`src/sv/pse_pkg.sv`:
```
// Shared types, codes and constants for the postfix stack evaluator.
// Used by pse_stack, pse_alu and postfix_stack_evaluator_top; depends on nothing.
`default_nettype none

package pse_pkg;

  localparam int STACK_DEPTH_DEF = 16;
  localparam int FRAC_BITS_DEF   = 16;
  localparam int WORD_W          = 48;

  typedef logic [WORD_W-1:0] word_t;

  localparam logic [2:0] MODE_PUSH = 3'd0;
  localparam logic [2:0] MODE_ADD  = 3'd1;
  localparam logic [2:0] MODE_SUB  = 3'd2;
  localparam logic [2:0] MODE_MUL  = 3'd3;
  localparam logic [2:0] MODE_DIV  = 3'd4;

  localparam logic [2:0] ST_OK    = 3'd0;
  localparam logic [2:0] ST_UNDER = 3'd1;
  localparam logic [2:0] ST_OVER  = 3'd2;
  localparam logic [2:0] ST_DIVZ  = 3'd3;
  localparam logic [2:0] ST_EMPTY = 3'd4;

  localparam word_t FX_MAX = 48'h7FFF_FFFF_FFFF;
  localparam word_t FX_MIN = 48'h8000_0000_0000;

  typedef enum logic [1:0] {
    OP_ADD,
    OP_SUB,
    OP_MUL,
    OP_DIV
  } alu_op_t;

  typedef struct packed {
    logic    start;
    alu_op_t op;
  } alu_req_t;

  typedef struct packed {
    logic push;
    logic replace;
    logic clear;
    logic rd;
  } stk_cmd_t;

  typedef struct packed {
    logic empty;
    logic full;
    logic two;
  } stk_stat_t;

  typedef enum logic [2:0] {
    S_IDLE,
    S_DECODE,
    S_OPERAND,
    S_WAIT,
    S_FINISH
  } ctl_state_t;

  typedef enum logic [1:0] {
    A_IDLE,
    A_PREP,
    A_RUN,
    A_FIN
  } alu_state_t;

endpackage

`default_nettype wire

```
`src/sv/postfix_stack_evaluator_top.sv`:
```
// Top level of the postfix stack evaluator: token sequencer, push conversion and
// result register. Depends on pse_pkg, pse_stack and pse_alu.
//
//   Channel  Direction  Handshake            Payload
//   in       input      in_valid/in_ready    mode, number, last_token
//   out      output     out_valid/out_ready  value, status
//
// A new token is accepted only once the previous token has finished. Multiply and
// divide run the one-bit-per-cycle loop of the shared adder in the arithmetic unit;
// add and subtract take a single step.
// Reset clears the entry count, the error code and the output valid.
// A result waiting for out_ready holds only the last token of the next expression.
`default_nettype none

module postfix_stack_evaluator_top #(
  parameter int STACK_DEPTH = pse_pkg::STACK_DEPTH_DEF,
  parameter int FRAC_BITS   = pse_pkg::FRAC_BITS_DEF
) (
  input  logic               clk,
  input  logic               rst,
  input  logic               in_valid,
  output logic               in_ready,
  input  logic [2:0]         mode,
  input  logic signed [31:0] number,
  input  logic               last_token,
  output logic               out_valid,
  input  logic               out_ready,
  output logic signed [47:0] value,
  output logic [2:0]         status
);

  localparam int W     = pse_pkg::WORD_W;
  localparam int EXT_W = W + 32;

  pse_pkg::ctl_state_t state, state_next;

  logic [2:0]         tok_mode;
  logic [31:0]        tok_number;
  logic               tok_last;
  logic [2:0]         err, err_next;
  logic               load_out;
  pse_pkg::word_t     out_value;
  logic [2:0]         out_status;

  pse_pkg::stk_cmd_t  cmd;
  pse_pkg::stk_stat_t stat;
  pse_pkg::word_t     wdata, top, rdata;
  pse_pkg::alu_req_t  req;
  pse_pkg::alu_op_t   op_sel;
  logic               alu_done;
  pse_pkg::word_t     alu_result;

  logic [EXT_W-1:0]   ext_sh;
  logic               fits;
  pse_pkg::word_t     push_word;

  pse_stack #(
    .STACK_DEPTH(STACK_DEPTH)
  ) u_stack (
    .clk  (clk),
    .rst  (rst),
    .cmd  (cmd),
    .wdata(wdata),
    .top  (top),
    .rdata(rdata),
    .stat (stat)
  );

  pse_alu #(
    .FRAC_BITS(FRAC_BITS)
  ) u_alu (
    .clk   (clk),
    .rst   (rst),
    .req   (req),
    .a     (rdata),
    .b     (top),
    .done  (alu_done),
    .result(alu_result)
  );

  assign ext_sh    = {{(EXT_W-32){tok_number[31]}}, tok_number} << FRAC_BITS;
  assign fits      = (ext_sh[EXT_W-1:W-1] == '0) || (ext_sh[EXT_W-1:W-1] == '1);
  assign push_word = fits ? ext_sh[W-1:0]
                          : (tok_number[31] ? pse_pkg::FX_MIN : pse_pkg::FX_MAX);

  always_comb begin
    case (tok_mode)
      pse_pkg::MODE_SUB: op_sel = pse_pkg::OP_SUB;
      pse_pkg::MODE_MUL: op_sel = pse_pkg::OP_MUL;
      pse_pkg::MODE_DIV: op_sel = pse_pkg::OP_DIV;
      default:           op_sel = pse_pkg::OP_ADD;
    endcase
  end

  always_ff @(posedge clk) begin
    if (rst) begin
      state <= pse_pkg::S_IDLE;
      err   <= pse_pkg::ST_OK;
    end else begin
      state <= state_next;
      err   <= err_next;
    end
  end

  always_comb begin
    state_next = state;
    err_next   = err;
    in_ready   = 1'b0;
    cmd        = '0;
    req.start  = 1'b0;
    req.op     = op_sel;
    wdata      = push_word;
    load_out   = 1'b0;
    unique case (state)
      pse_pkg::S_IDLE: begin
        in_ready = 1'b1;
        if (in_valid) begin
          state_next = pse_pkg::S_DECODE;
        end
      end
      pse_pkg::S_DECODE: begin
        state_next = pse_pkg::S_FINISH;
        if (err == pse_pkg::ST_OK) begin
          unique case (tok_mode) inside
            pse_pkg::MODE_PUSH: begin
              if (stat.full) begin
                err_next = pse_pkg::ST_OVER;
              end else begin
                cmd.push = 1'b1;
              end
            end
            pse_pkg::MODE_ADD, pse_pkg::MODE_SUB, pse_pkg::MODE_MUL,
            pse_pkg::MODE_DIV: begin
              if (!stat.two) begin
                err_next = pse_pkg::ST_UNDER;
              end else if ((tok_mode == pse_pkg::MODE_DIV) && (top == '0)) begin
                err_next = pse_pkg::ST_DIVZ;
              end else begin
                cmd.rd     = 1'b1;
                state_next = pse_pkg::S_OPERAND;
              end
            end
            default: begin
            end
          endcase
        end
      end
      pse_pkg::S_OPERAND: begin
        req.start  = 1'b1;
        state_next = pse_pkg::S_WAIT;
      end
      pse_pkg::S_WAIT: begin
        wdata = alu_result;
        if (alu_done) begin
          cmd.replace = 1'b1;
          state_next  = pse_pkg::S_FINISH;
        end
      end
      pse_pkg::S_FINISH: begin
        if (!tok_last) begin
          state_next = pse_pkg::S_IDLE;
        end else if (!out_valid || out_ready) begin
          load_out   = 1'b1;
          cmd.clear  = 1'b1;
          err_next   = pse_pkg::ST_OK;
          state_next = pse_pkg::S_IDLE;
        end
      end
      default: begin
        state_next = pse_pkg::S_IDLE;
      end
    endcase
  end

  always_ff @(posedge clk) begin
    if (in_valid && in_ready) begin
      tok_mode   <= mode;
      tok_number <= number;
      tok_last   <= last_token;
    end
  end

  always_ff @(posedge clk) begin
    if (rst) begin
      out_valid <= 1'b0;
    end else if (load_out) begin
      out_valid <= 1'b1;
    end else if (out_ready) begin
      out_valid <= 1'b0;
    end
  end

  always_ff @(posedge clk) begin
    if (load_out) begin
      if (err != pse_pkg::ST_OK) begin
        out_value  <= '0;
        out_status <= err;
      end else if (stat.empty) begin
        out_value  <= '0;
        out_status <= pse_pkg::ST_EMPTY;
      end else begin
        out_value  <= top;
        out_status <= pse_pkg::ST_OK;
      end
    end
  end

  assign value  = $signed(out_value);
  assign status = out_status;

endmodule

`default_nettype wire

```
`src/sv/pse_stack.sv`:
```
// Operand stack: a single-port-write, registered-read memory with an entry count
// and a copy of the top entry. Depends on pse_pkg.
`default_nettype none

module pse_stack #(
  parameter int STACK_DEPTH = pse_pkg::STACK_DEPTH_DEF
) (
  input  logic                clk,
  input  logic                rst,
  input  pse_pkg::stk_cmd_t   cmd,
  input  pse_pkg::word_t      wdata,
  output pse_pkg::word_t      top,
  output pse_pkg::word_t      rdata,
  output pse_pkg::stk_stat_t  stat
);

  localparam int AW = (STACK_DEPTH > 1) ? $clog2(STACK_DEPTH) : 1;
  localparam int CW = $clog2(STACK_DEPTH + 1);

  pse_pkg::word_t mem [STACK_DEPTH];
  logic [CW-1:0]  count;
  logic [CW-1:0]  count_m2;
  logic [AW-1:0]  waddr;
  logic           we;

  assign count_m2 = count - CW'(2);
  assign we       = cmd.push || cmd.replace;
  assign waddr    = cmd.push ? count[AW-1:0] : count_m2[AW-1:0];

  assign stat.empty = (count == '0);
  assign stat.full  = (count == CW'(STACK_DEPTH));
  assign stat.two   = (count >= CW'(2));

  always_ff @(posedge clk) begin
    if (we) begin
      mem[waddr] <= wdata;
    end
    if (cmd.rd) begin
      rdata <= mem[count_m2[AW-1:0]];
    end
    if (we) begin
      top <= wdata;
    end
  end

  always_ff @(posedge clk) begin
    if (rst) begin
      count <= '0;
    end else if (cmd.clear) begin
      count <= '0;
    end else if (cmd.push) begin
      count <= count + CW'(1);
    end else if (cmd.replace) begin
      count <= count - CW'(1);
    end
  end

endmodule

`default_nettype wire

```
`src/sv/pse_alu.sv`:
```
// Shared iterative arithmetic unit: add and subtract in one step, shift-add
// multiply and restoring divide one bit per cycle on one adder. Depends on pse_pkg.
`default_nettype none

module pse_alu #(
  parameter int FRAC_BITS = pse_pkg::FRAC_BITS_DEF
) (
  input  logic              clk,
  input  logic              rst,
  input  pse_pkg::alu_req_t req,
  input  pse_pkg::word_t    a,
  input  pse_pkg::word_t    b,
  output logic              done,
  output pse_pkg::word_t    result
);

  localparam int W     = pse_pkg::WORD_W;
  localparam int DW    = W + FRAC_BITS;
  localparam int CNT_W = $clog2(DW);
  localparam logic [CNT_W-1:0] LAST_MUL = CNT_W'(W - 1);
  localparam logic [CNT_W-1:0] LAST_DIV = CNT_W'(DW - 1);

  pse_pkg::alu_state_t state, state_next;

  pse_pkg::alu_op_t op;
  pse_pkg::word_t   opa, opb;
  pse_pkg::word_t   mcand, hi, lo;
  logic [DW-1:0]    dvd;
  logic             neg, big;
  logic [CNT_W-1:0] cnt;

  pse_pkg::word_t   mag_a, mag_b;
  logic [W:0]       add_x, add_y, sum;
  logic             add_cin;
  logic [W:0]       rem_sh;
  logic             is_div, last_iter;
  logic [2*W-1:0]   prod_sh;
  pse_pkg::word_t   fin_mag;
  logic             fin_big;
  pse_pkg::word_t   sat_val;

  assign mag_a  = opa[W-1] ? (~opa + W'(1)) : opa;
  assign mag_b  = opb[W-1] ? (~opb + W'(1)) : opb;
  assign is_div = (op == pse_pkg::OP_DIV);
  assign rem_sh = {hi, dvd[DW-1]};

  always_comb begin
    if (state == pse_pkg::A_PREP) begin
      add_x   = {1'b0, opa};
      add_y   = (op == pse_pkg::OP_SUB) ? ~{1'b0, opb} : {1'b0, opb};
      add_cin = (op == pse_pkg::OP_SUB);
    end else if (is_div) begin
      add_x   = rem_sh;
      add_y   = ~{1'b0, mcand};
      add_cin = 1'b1;
    end else begin
      add_x   = {1'b0, hi};
      add_y   = lo[0] ? {1'b0, mcand} : '0;
      add_cin = 1'b0;
    end
    sum = add_x + add_y + {{W{1'b0}}, add_cin};
  end

  assign last_iter = (cnt == (is_div ? LAST_DIV : LAST_MUL));

  assign prod_sh = {hi, lo} >> FRAC_BITS;

  always_comb begin
    if (is_div) begin
      fin_mag = lo;
      fin_big = big;
    end else begin
      fin_mag = prod_sh[W-1:0];
      fin_big = |prod_sh[2*W-1:W];
    end
    if (neg) begin
      sat_val = (fin_big || (fin_mag > pse_pkg::FX_MIN)) ? pse_pkg::FX_MIN
                                                        : (~fin_mag + W'(1));
    end else begin
      sat_val = (fin_big || (fin_mag > pse_pkg::FX_MAX)) ? pse_pkg::FX_MAX : fin_mag;
    end
  end

  always_ff @(posedge clk) begin
    if (rst) begin
      state <= pse_pkg::A_IDLE;
    end else begin
      state <= state_next;
    end
  end

  always_comb begin
    state_next = state;
    unique case (state)
      pse_pkg::A_IDLE: begin
        if (req.start) begin
          state_next = pse_pkg::A_PREP;
        end
      end
      pse_pkg::A_PREP: begin
        if (op == pse_pkg::OP_ADD || op == pse_pkg::OP_SUB) begin
          state_next = pse_pkg::A_IDLE;
        end else begin
          state_next = pse_pkg::A_RUN;
        end
      end
      pse_pkg::A_RUN: begin
        if (last_iter) begin
          state_next = pse_pkg::A_FIN;
        end
      end
      pse_pkg::A_FIN: begin
        state_next = pse_pkg::A_IDLE;
      end
      default: begin
        state_next = pse_pkg::A_IDLE;
      end
    endcase
  end

  always_ff @(posedge clk) begin
    if (rst) begin
      done <= 1'b0;
    end else begin
      done <= ((state == pse_pkg::A_PREP) &&
               (op == pse_pkg::OP_ADD || op == pse_pkg::OP_SUB)) ||
              (state == pse_pkg::A_FIN);
    end
  end

  always_ff @(posedge clk) begin
    unique case (state)
      pse_pkg::A_IDLE: begin
        if (req.start) begin
          op  <= req.op;
          opa <= a;
          opb <= b;
        end
      end
      pse_pkg::A_PREP: begin
        result <= sum[W-1:0];
        neg    <= opa[W-1] ^ opb[W-1];
        big    <= 1'b0;
        cnt    <= '0;
        hi     <= '0;
        dvd    <= DW'(mag_a) << FRAC_BITS;
        if (is_div) begin
          mcand <= mag_b;
          lo    <= '0;
        end else begin
          mcand <= mag_a;
          lo    <= mag_b;
        end
      end
      pse_pkg::A_RUN: begin
        cnt <= cnt + CNT_W'(1);
        if (is_div) begin
          hi  <= sum[W] ? rem_sh[W-1:0] : sum[W-1:0];
          lo  <= {lo[W-2:0], ~sum[W]};
          big <= big | lo[W-1];
          dvd <= dvd << 1;
        end else begin
          hi <= sum[W:1];
          lo <= {sum[0], lo[W-1:1]};
        end
      end
      pse_pkg::A_FIN: begin
        result <= sat_val;
      end
      default: begin
      end
    endcase
  end

endmodule

`default_nettype wire

```
`config.mk`:
```
export PLATFORM = sky130hd
export DESIGN_NAME = postfix_stack_evaluator_top
export DESIGN_NICKNAME = d
export VERILOG_FILES = /design/src/sv/pse_pkg.sv /design/src/sv/postfix_stack_evaluator_top.sv /design/src/sv/pse_stack.sv /design/src/sv/pse_alu.sv
export SDC_FILE = /design/constraint.sdc
export NUM_CORES = 2
export LEC_CHECK = 0
export BUFFER_PORTS_ARGS = -buffer_cell sky130_fd_sc_hd__buf_2
export CAP_MARGIN = 20
export CORE_MARGIN = 2
export CORE_UTILIZATION = 59
export DETAILED_ROUTE_END_ITERATION = 10
export GPL_TIMING_DRIVEN = 0
export PLACE_DENSITY = 0.84
export SYNTH_ARGS = -nofsm -noshare
export SYNTH_HDL_FRONTEND = slang
export SYNTH_HIERARCHICAL = 1
export SYNTH_SLANG_ARGS = --single-unit
```
`constraint.sdc`:
```
create_clock -name clk -period 7.65 [get_ports clk]
set_input_delay 1.53 -clock clk [delete_from_list [all_inputs] [get_ports clk]]
set_output_delay 1.53 -clock clk [all_outputs]
set_load 0.1 [all_outputs]
```
=== Word-level counts from Yosys, hierarchy flattened ===
Memory sizes are Yosys's and may differ from the RTL's. A register that Yosys moved wholly into a read port is not among the register bits.
Index checks and enable logic that the tools add are counted.

* Shift-type cells: 0
* Add/subtract/negate cells: 9
* Bitwise logic cells: 8
* Muxes and demuxes: 78
* Equality and inequality tests: 28
* Divide/modulo/power cells: 0
* Reductions and logical operators: 34
* $mul: 0
* $lt $le $gt $ge: 3

{| class="wikitable"
|+ Operators by type and width
! cell !! number
|-
| 2-to-1 mux 48 bit || 15
|-
| one-hot mux 48 bit (2 select lines) || 3
|-
| 2-to-1 mux 49 bit || 5
|-
| adder 48 x 1 -> 48 bit, second input constant || 3
|-
| inverter 48 bit || 3
|-
| one-hot mux 64 bit (2 select lines) || 1
|-
| inverter 48 -> 49 bit || 2
|-
| 2-to-1 mux 64 bit || 1
|-
| adder 49 x 1 -> 49 bit || 1
|-
| adder 49 bit || 1
|-
| greater-than comparator 48 x 47 -> 1 bit, second input constant || 1
|-
| greater-than comparator 48 bit, second input constant || 1
|-
| zero test 48 bit || 1
|-
| 2-to-1 mux 3 bit || 15
|-
| equality test 33 bit, second input constant || 1
|-
| zero test 33 bit || 1
|-
| OR reduction 32 bit || 1
|-
| 2-to-1 mux 1 bit || 24
|-
| 2-to-1 mux 5 bit || 3
|-
| one-hot mux 3 bit (5 select lines) || 1
|-
| equality test 3 x 2 -> 1 bit, second input constant || 4
|-
| one-hot mux 3 bit (2 select lines) || 2
|-
| one-hot mux 6 bit (2 select lines) || 1
|-
| != test 2 bit, second input constant || 5
|-
| other kinds (36) || 64
|}

* Latch bits: 0
* RAM bits: 768
* Logic and storage cells: 184
* ROM bits: 0
* Register bits after elaboration: 512
* Input port bits: 40
* Memories: 1

{| class="wikitable"
|+ Memory list
! name !! depth !! bits a word !! read ports !! clocked after Yosys merged registers in !! wr ports !! line !! RTL
|-
| u_stack.mem || 16 || 48 || 1 || 1 || 1 || pse_stack.sv:20 || <nowiki>pse_pkg::word_t mem [STACK_DEPTH];</nowiki>
|}

=== Logic depth before layout (Yosys ltp) ===
* Word-level depth: 8
* Depth in mapped cells: 26

=== Cells and area by module ===
The synthesis kept the hierarchy.

{| class="wikitable"
|+ By module, submodules not included
! module !! sequential area each (µm²) !! cells an instance !! area an instance (µm²) !! times used
|-
| pse_stack || 26045.0 || 1354 || 32134.6 || 1
|-
| pse_alu || 10450.0 || 2650 || 23945.5 || 1
|-
| postfix_stack_evaluator_top || 2732.6 || 271 || 3970.1 || 1
|}

=== Worst setup path before layout ===
No wires, ideal clock.

* Path type: register to register
* Start point: register u_alu.op[0]
* End point: register u_alu.hi[34] (data pin)
* Slack: 1352 ps
* Data arrival time: 6152 ps
* Data required time: 7504 ps
* Cell stages (with the launch flop): 27
* Buffers on the path: 10
* Cell sequence: edfxtp_1 > clkbuf_1 > buf_2 > nand2_1 > clkbuf_1 > clkbuf_1 > clkbuf_1 > buf_1 > clkbuf_1 > buf_1 > nand2_1 > a21oi_1 > a21oi_1 > fa_1 > fa_1 > nand2b_1 > a21oi_1 > o21ba_2 > a31oi_1 > o2111ai_1 > nand4b_1 > a31oi_1 > xor2_1 > clkbuf_1 > clkbuf_1 > nand3_1 > a21oi_1

* Cells in the longest elaborated chain, start to end: 8
* Elaborated cells on any way between the ends: 14

{| class="wikitable"
|+ RTL lines
! what !! line !! RTL
|-
| start: declaration || pse_alu.sv:25 || <nowiki>pse_pkg::alu_op_t op;</nowiki>
|-
| start signal: assignment || pse_alu.sv:135 || <nowiki>op <= req.op;</nowiki>
|-
| equality test 2 bit or equality test 2 x 1 -> 1 bit (tied branches) || pse_alu.sv:44, pse_alu.sv:50, pse_alu.sv:51 ||
|-
| 2-to-1 mux 49 bit (on tied branches) || pse_alu.sv:52, pse_alu.sv:50 ||
|-
| 2-to-1 mux 49 bit || pse_alu.sv:48 || <nowiki>if (state == pse_pkg::A_PREP) begin</nowiki>
|-
| adder 49 bit || pse_alu.sv:61 || <nowiki>sum = add_x + add_y + {{W{1'b0}}, add_cin};</nowiki>
|-
| adder 49 x 1 -> 49 bit || pse_alu.sv:61 ||
|-
| 2-to-1 mux 48 bit || pse_alu.sv:158 || <nowiki>hi <= sum[W] ? rem_sh[W-1:0] : sum[W-1:0];</nowiki>
|-
| 2-to-1 mux 48 bit (*) || pse_alu.sv:157 || <nowiki>if (is_div) begin</nowiki>
|-
| one-hot mux 48 bit (2 select lines) (*) || pse_alu.sv:132 || <nowiki>unique case (state)</nowiki>
|-
| end signal: assignment || pse_alu.sv:158 ||
|-
| end signal: assignment || pse_alu.sv:163 || <nowiki>hi <= sum[W:1];</nowiki>
|-
| end: declaration || pse_alu.sv:27 || <nowiki>pse_pkg::word_t mcand, hi, lo;</nowiki>
|}

Mark *: on every way between the ends. The rest lies on a longest branch, timed or not.
A chain may end at the register's enable or synchronous reset.

=== Worst setup path in the final report ===
* Start point: register u_alu.op[1]
* End point: register u_alu.hi[27] (data pin)

Same word-level chain as after synthesis.

==> impl_metrics.env <==
export IMPL_synth_area_leaders="edfxtp_1 (65%), mux4_2 (7.2%), nand2_1 (2.9%)"
export IMPL_die_y_um=323.0
export IMPL_powerDensity_nw_per_um2=265.7
export IMPL_r2r_end="u_alu/hi[27]"
export IMPL_firstDrtPassIters=9
export IMPL_antenna_left=0
export IMPL_finalSetupViolations=2
export IMPL_via_per_inst=7.163
export IMPL_crit_path_end="u_alu/hi[27]"
export IMPL_fin_worst_skew_ns=0.04172
export IMPL_async_flop_share=0
export IMPL_synthCells=4275
export IMPL_hpwlAfterDp_mm=150.6
export IMPL_timing_final_ws_setup_ns=-0.04262
export IMPL_design_core_area_um2=101300
export IMPL_min_path_type="flop to flop"
export IMPL_crit_required_ns=8.23
export IMPL_port_buffers=92
export IMPL_final_cell_count_no_fill=6020
export IMPL_synth_simple_area_share=0.08751
export IMPL_yosysSeqAreaShare=0.6532
export IMPL_synth_compound_area_frac=0.1042
export IMPL_peakVddDrop_uv=295.5
export IMPL_endpoint_kind="flop"
export IMPL_start_util=0.5928
export IMPL_syn_avg_cell_area_um2=14.05
export IMPL_final_hold_violation_count=0
export IMPL_timing_fmax_ghz=0.1300
export IMPL_fin_crit_sh=1.006
export IMPL_cts_sinks=1311
export IMPL_worst_r2r_path_depth=23
export IMPL_post_drt_wl_per_cell_um=36.09
export IMPL_first_iter_violations=7947
export IMPL_root_buffer="clkbuf_16"
export IMPL_maxCapViolCount=0
export IMPL_synthXorXnorAreaFrac=0.02057
export IMPL_first_global_vias=41595
export IMPL_drc=0
export IMPL_hold_buffers=0
export IMPL_worst_setup_path_type="flop to flop"
export IMPL_ys_warn_count=6
export IMPL_die_area_um2=104300
export IMPL_drive_gt1_frac=0.1571
export IMPL_synthToLayoutAreaGrowth_pct=12.88
export IMPL_worst_ep_arrival_time_ns=8.27
export IMPL_synthMuxAreaShare=0.09862
export IMPL_ys_seq_elements=1311
export IMPL_yosysMostFrequentCell="edfxtp_1"
export IMPL_cts_buffer_depth=3
export IMPL_vias=43124
export IMPL_worstSetupStartpointType="flop"
export IMPL_cts_made_buffers=133
export IMPL_grt_use_total=0.4189
export IMPL_tightest_slew_ns=1.211
export IMPL_insertion_delay_ns=0.77
export IMPL_antenna_found_initial=12
export IMPL_die_w_um=323.0
export IMPL_synth_edff_count=1297
export IMPL_startpoint="u_alu/op[1]"
export IMPL_placementRows=117
export IMPL_htree_levels=4
export IMPL_grt_max_degree=59
export IMPL_violations="negative setup slack"
export IMPL_synthTopCellsByCount="edfxtp_1 (1,297), nand2_1 (460), a21oi_1 (274)"
export IMPL_synth_top_area_frac=0.6486
export IMPL_r2r_start="u_alu/op[1]"
export IMPL_placed_area_um2=63190
export IMPL_numPlacedInstances=5776
export IMPL_final_max_slew_viol_count=0
export IMPL_synthFlopType="edfxtp_1"
export IMPL_slew_headroom=0.1839
export IMPL_cp_max_fo=10
export IMPL_ys_types=80
export IMPL_grt_ovfl_total=0
export IMPL_r2r_slack_ns=-0.04
export IMPL_p_leak_nw=21.65
export IMPL_postCtsSetupRepairBufs=0
export IMPL_synth_top_family_by_area="compound AO/OA/AOI/OAI gates"
export IMPL_period_minus_slack_ns=7.693
export IMPL_fillCellCount=6818
export IMPL_status="finished, violations left"
export IMPL_final_area_um2=67780
export IMPL_whs_ns=0.4149
export IMPL_grt_pass1_wl_mm=305.6
export IMPL_synth_nets=4382
export IMPL_nets=4647
export IMPL_clk_pin_slew_ns=0.06
export IMPL_synth_top_cell_by_area="edfxtp_1"
export IMPL_syn_area_um2=60050
export IMPL_design_portCount=93
export IMPL_synthAdderAreaFrac=0.01434
export IMPL_finalWirelength_mm=217.3
export IMPL_tritoncts="done"
export IMPL_gp_congestion=1.083
==> worst min path at each step <==
stage               endpoint  cells after the start  slack, ns         startpoint
4_1_cts        u_alu/opa[12]                      0       0.41  u_stack/rdata[12]
3_3_place_gp   u_alu/opa[17]                      0       0.40  u_stack/rdata[17]
3_5_place_dp   u_alu/opa[24]                      0       0.40  u_stack/rdata[24]
6_report       u_alu/opa[12]                      0       0.41  u_stack/rdata[12]
5_1_grt        u_alu/opa[12]                      0       0.42  u_stack/rdata[12]
2_1_floorplan   u_alu/opa[0]                      0       0.40   u_stack/rdata[0]
==> per-stage QoR <==
stage	setup TNS, ns	util	setup slack (ns)	total power [mW]
floorplan	0	-	1.352	9.981
global placement	-1202.67	0.6142	-2.961	11.10
CTS	0	0.6682	0.03063	17.81
detailed placement	-165.27	0.6238	-2.752	11.13
finish	-0.04305	0.6691	-0.04262	18.01
global route	-0.05995	0.6691	-0.02095	18.34
==> metal layers <==
metal,share of wire,up-vias,track usage
li1,-,17290,-
met5,0.00032,-,0
met3,0.14,788,0.1090
met1,0.34,21081,0.5361
met4,0.066,10,0.2339
met2,0.46,3955,0.6566
==> cell families (layout without fill, tap and decap cells) <==
family | count (synthesis) | count (layout)
DFF | 1311 | 1311
adders and majority gates | 67 | 67
muxes | 340 | 340
and+or+nand+nor | 1118 | 1118
AOI/OAI and AO/OA | 988 | 988
xor gates and xnor gates | 141 | 141
other | 0 | 4
buffers and inverters | 310 | 683
==> final cells by class <==
type	instances	area, um2	share of cell area
clock buffer	159	3500	0.05163
inverter	39	147.6	0.002178
antenna	4	10.01	0.0001477
timing repair buffer	134	1269	0.01872
tap	1368	1712	0.02525
buffer	267	1179	0.01739
sequential	1311	39230	0.5787
multi-input combinational	2654	19800	0.2921
clock inverter	84	942.2	0.01390
==> where the power goes <==
part / internal (mW) / total (mW) / switching, mW
logic: 0.784 / 2.88 / 2.10
registers: 8.17 / 8.36 / 0.196
clock network: 3.82 / 6.76 / 2.94
total: 12.8 / 18.0 / 5.24
==> sequential cells by signal, summed over array words and instances (netlist names), 2 cells and up, named ones only <==
name           cells
value             48
u_stack/rdata     48
u_stack/top       48
u_alu/opa         48
u_alu/opb         48
u_alu/op           2
u_alu/dvd         48
u_alu/lo          48
state              3
u_stack/count      5
u_alu/cnt          6
status             3
u_alu/result      48
tok_number        32
u_alu/hi          48
u_stack/mem      768
u_alu/mcand       48
tok_mode           3
err                2
==> placed cells by master (no fill, tap or decap), types with 69 or more instances in the layout <==
| master | Yosys | routed |
|---|---|---|
| a21oi_1 | 274 | 273 |
| a22oi_1 | 100 | 100 |
| and3_1 | 76 | 75 |
| buf_2 | 24 | 124 |
| clkbuf_1 | 197 | 199 |
| clkbuf_16 | 0 | 136 |
| edfxtp_1 | 1297 | 1297 |
| mux2_2 | 85 | 85 |
| mux4_2 | 192 | 192 |
| nand2_1 | 460 | 459 |
| nand3_1 | 69 | 69 |
| nor2_1 | 233 | 216 |
| o21ai_0 | 228 | 226 |
| xnor2_1 | 105 | 103 |
==> critical path, stage by stage (launching register included) <==
cell       delay [ns]
edfxtp_1         0.38
buf_2            0.25
clkbuf_1         0.55
clkbuf_2         0.45
clkbuf_2         0.41
nand2_1          0.35
clkbuf_1         0.40
clkbuf_1         0.36
o22ai_1          0.23
a21oi_1          0.12
fa_1             0.55
fa_1             0.44
nand2b_1         0.18
a21oi_1          0.21
o21ba_2          0.22
a31oi_2          0.24
o2111ai_4        0.34
nand4b_1         0.21
a31oi_4          0.33
xor2_2           0.26
clkbuf_2         0.34
clkbuf_2         0.32
nand2_1          0.10
a31oi_1          0.25
==> repair_timing <==
item                                    4_1_cts  5_1_grt
hold endpoints to repair                      0        0
endpoints found under the setup margin       92       56
resized for setup                            35       17
No activity file was read; power rests on OpenSTA's default activity.
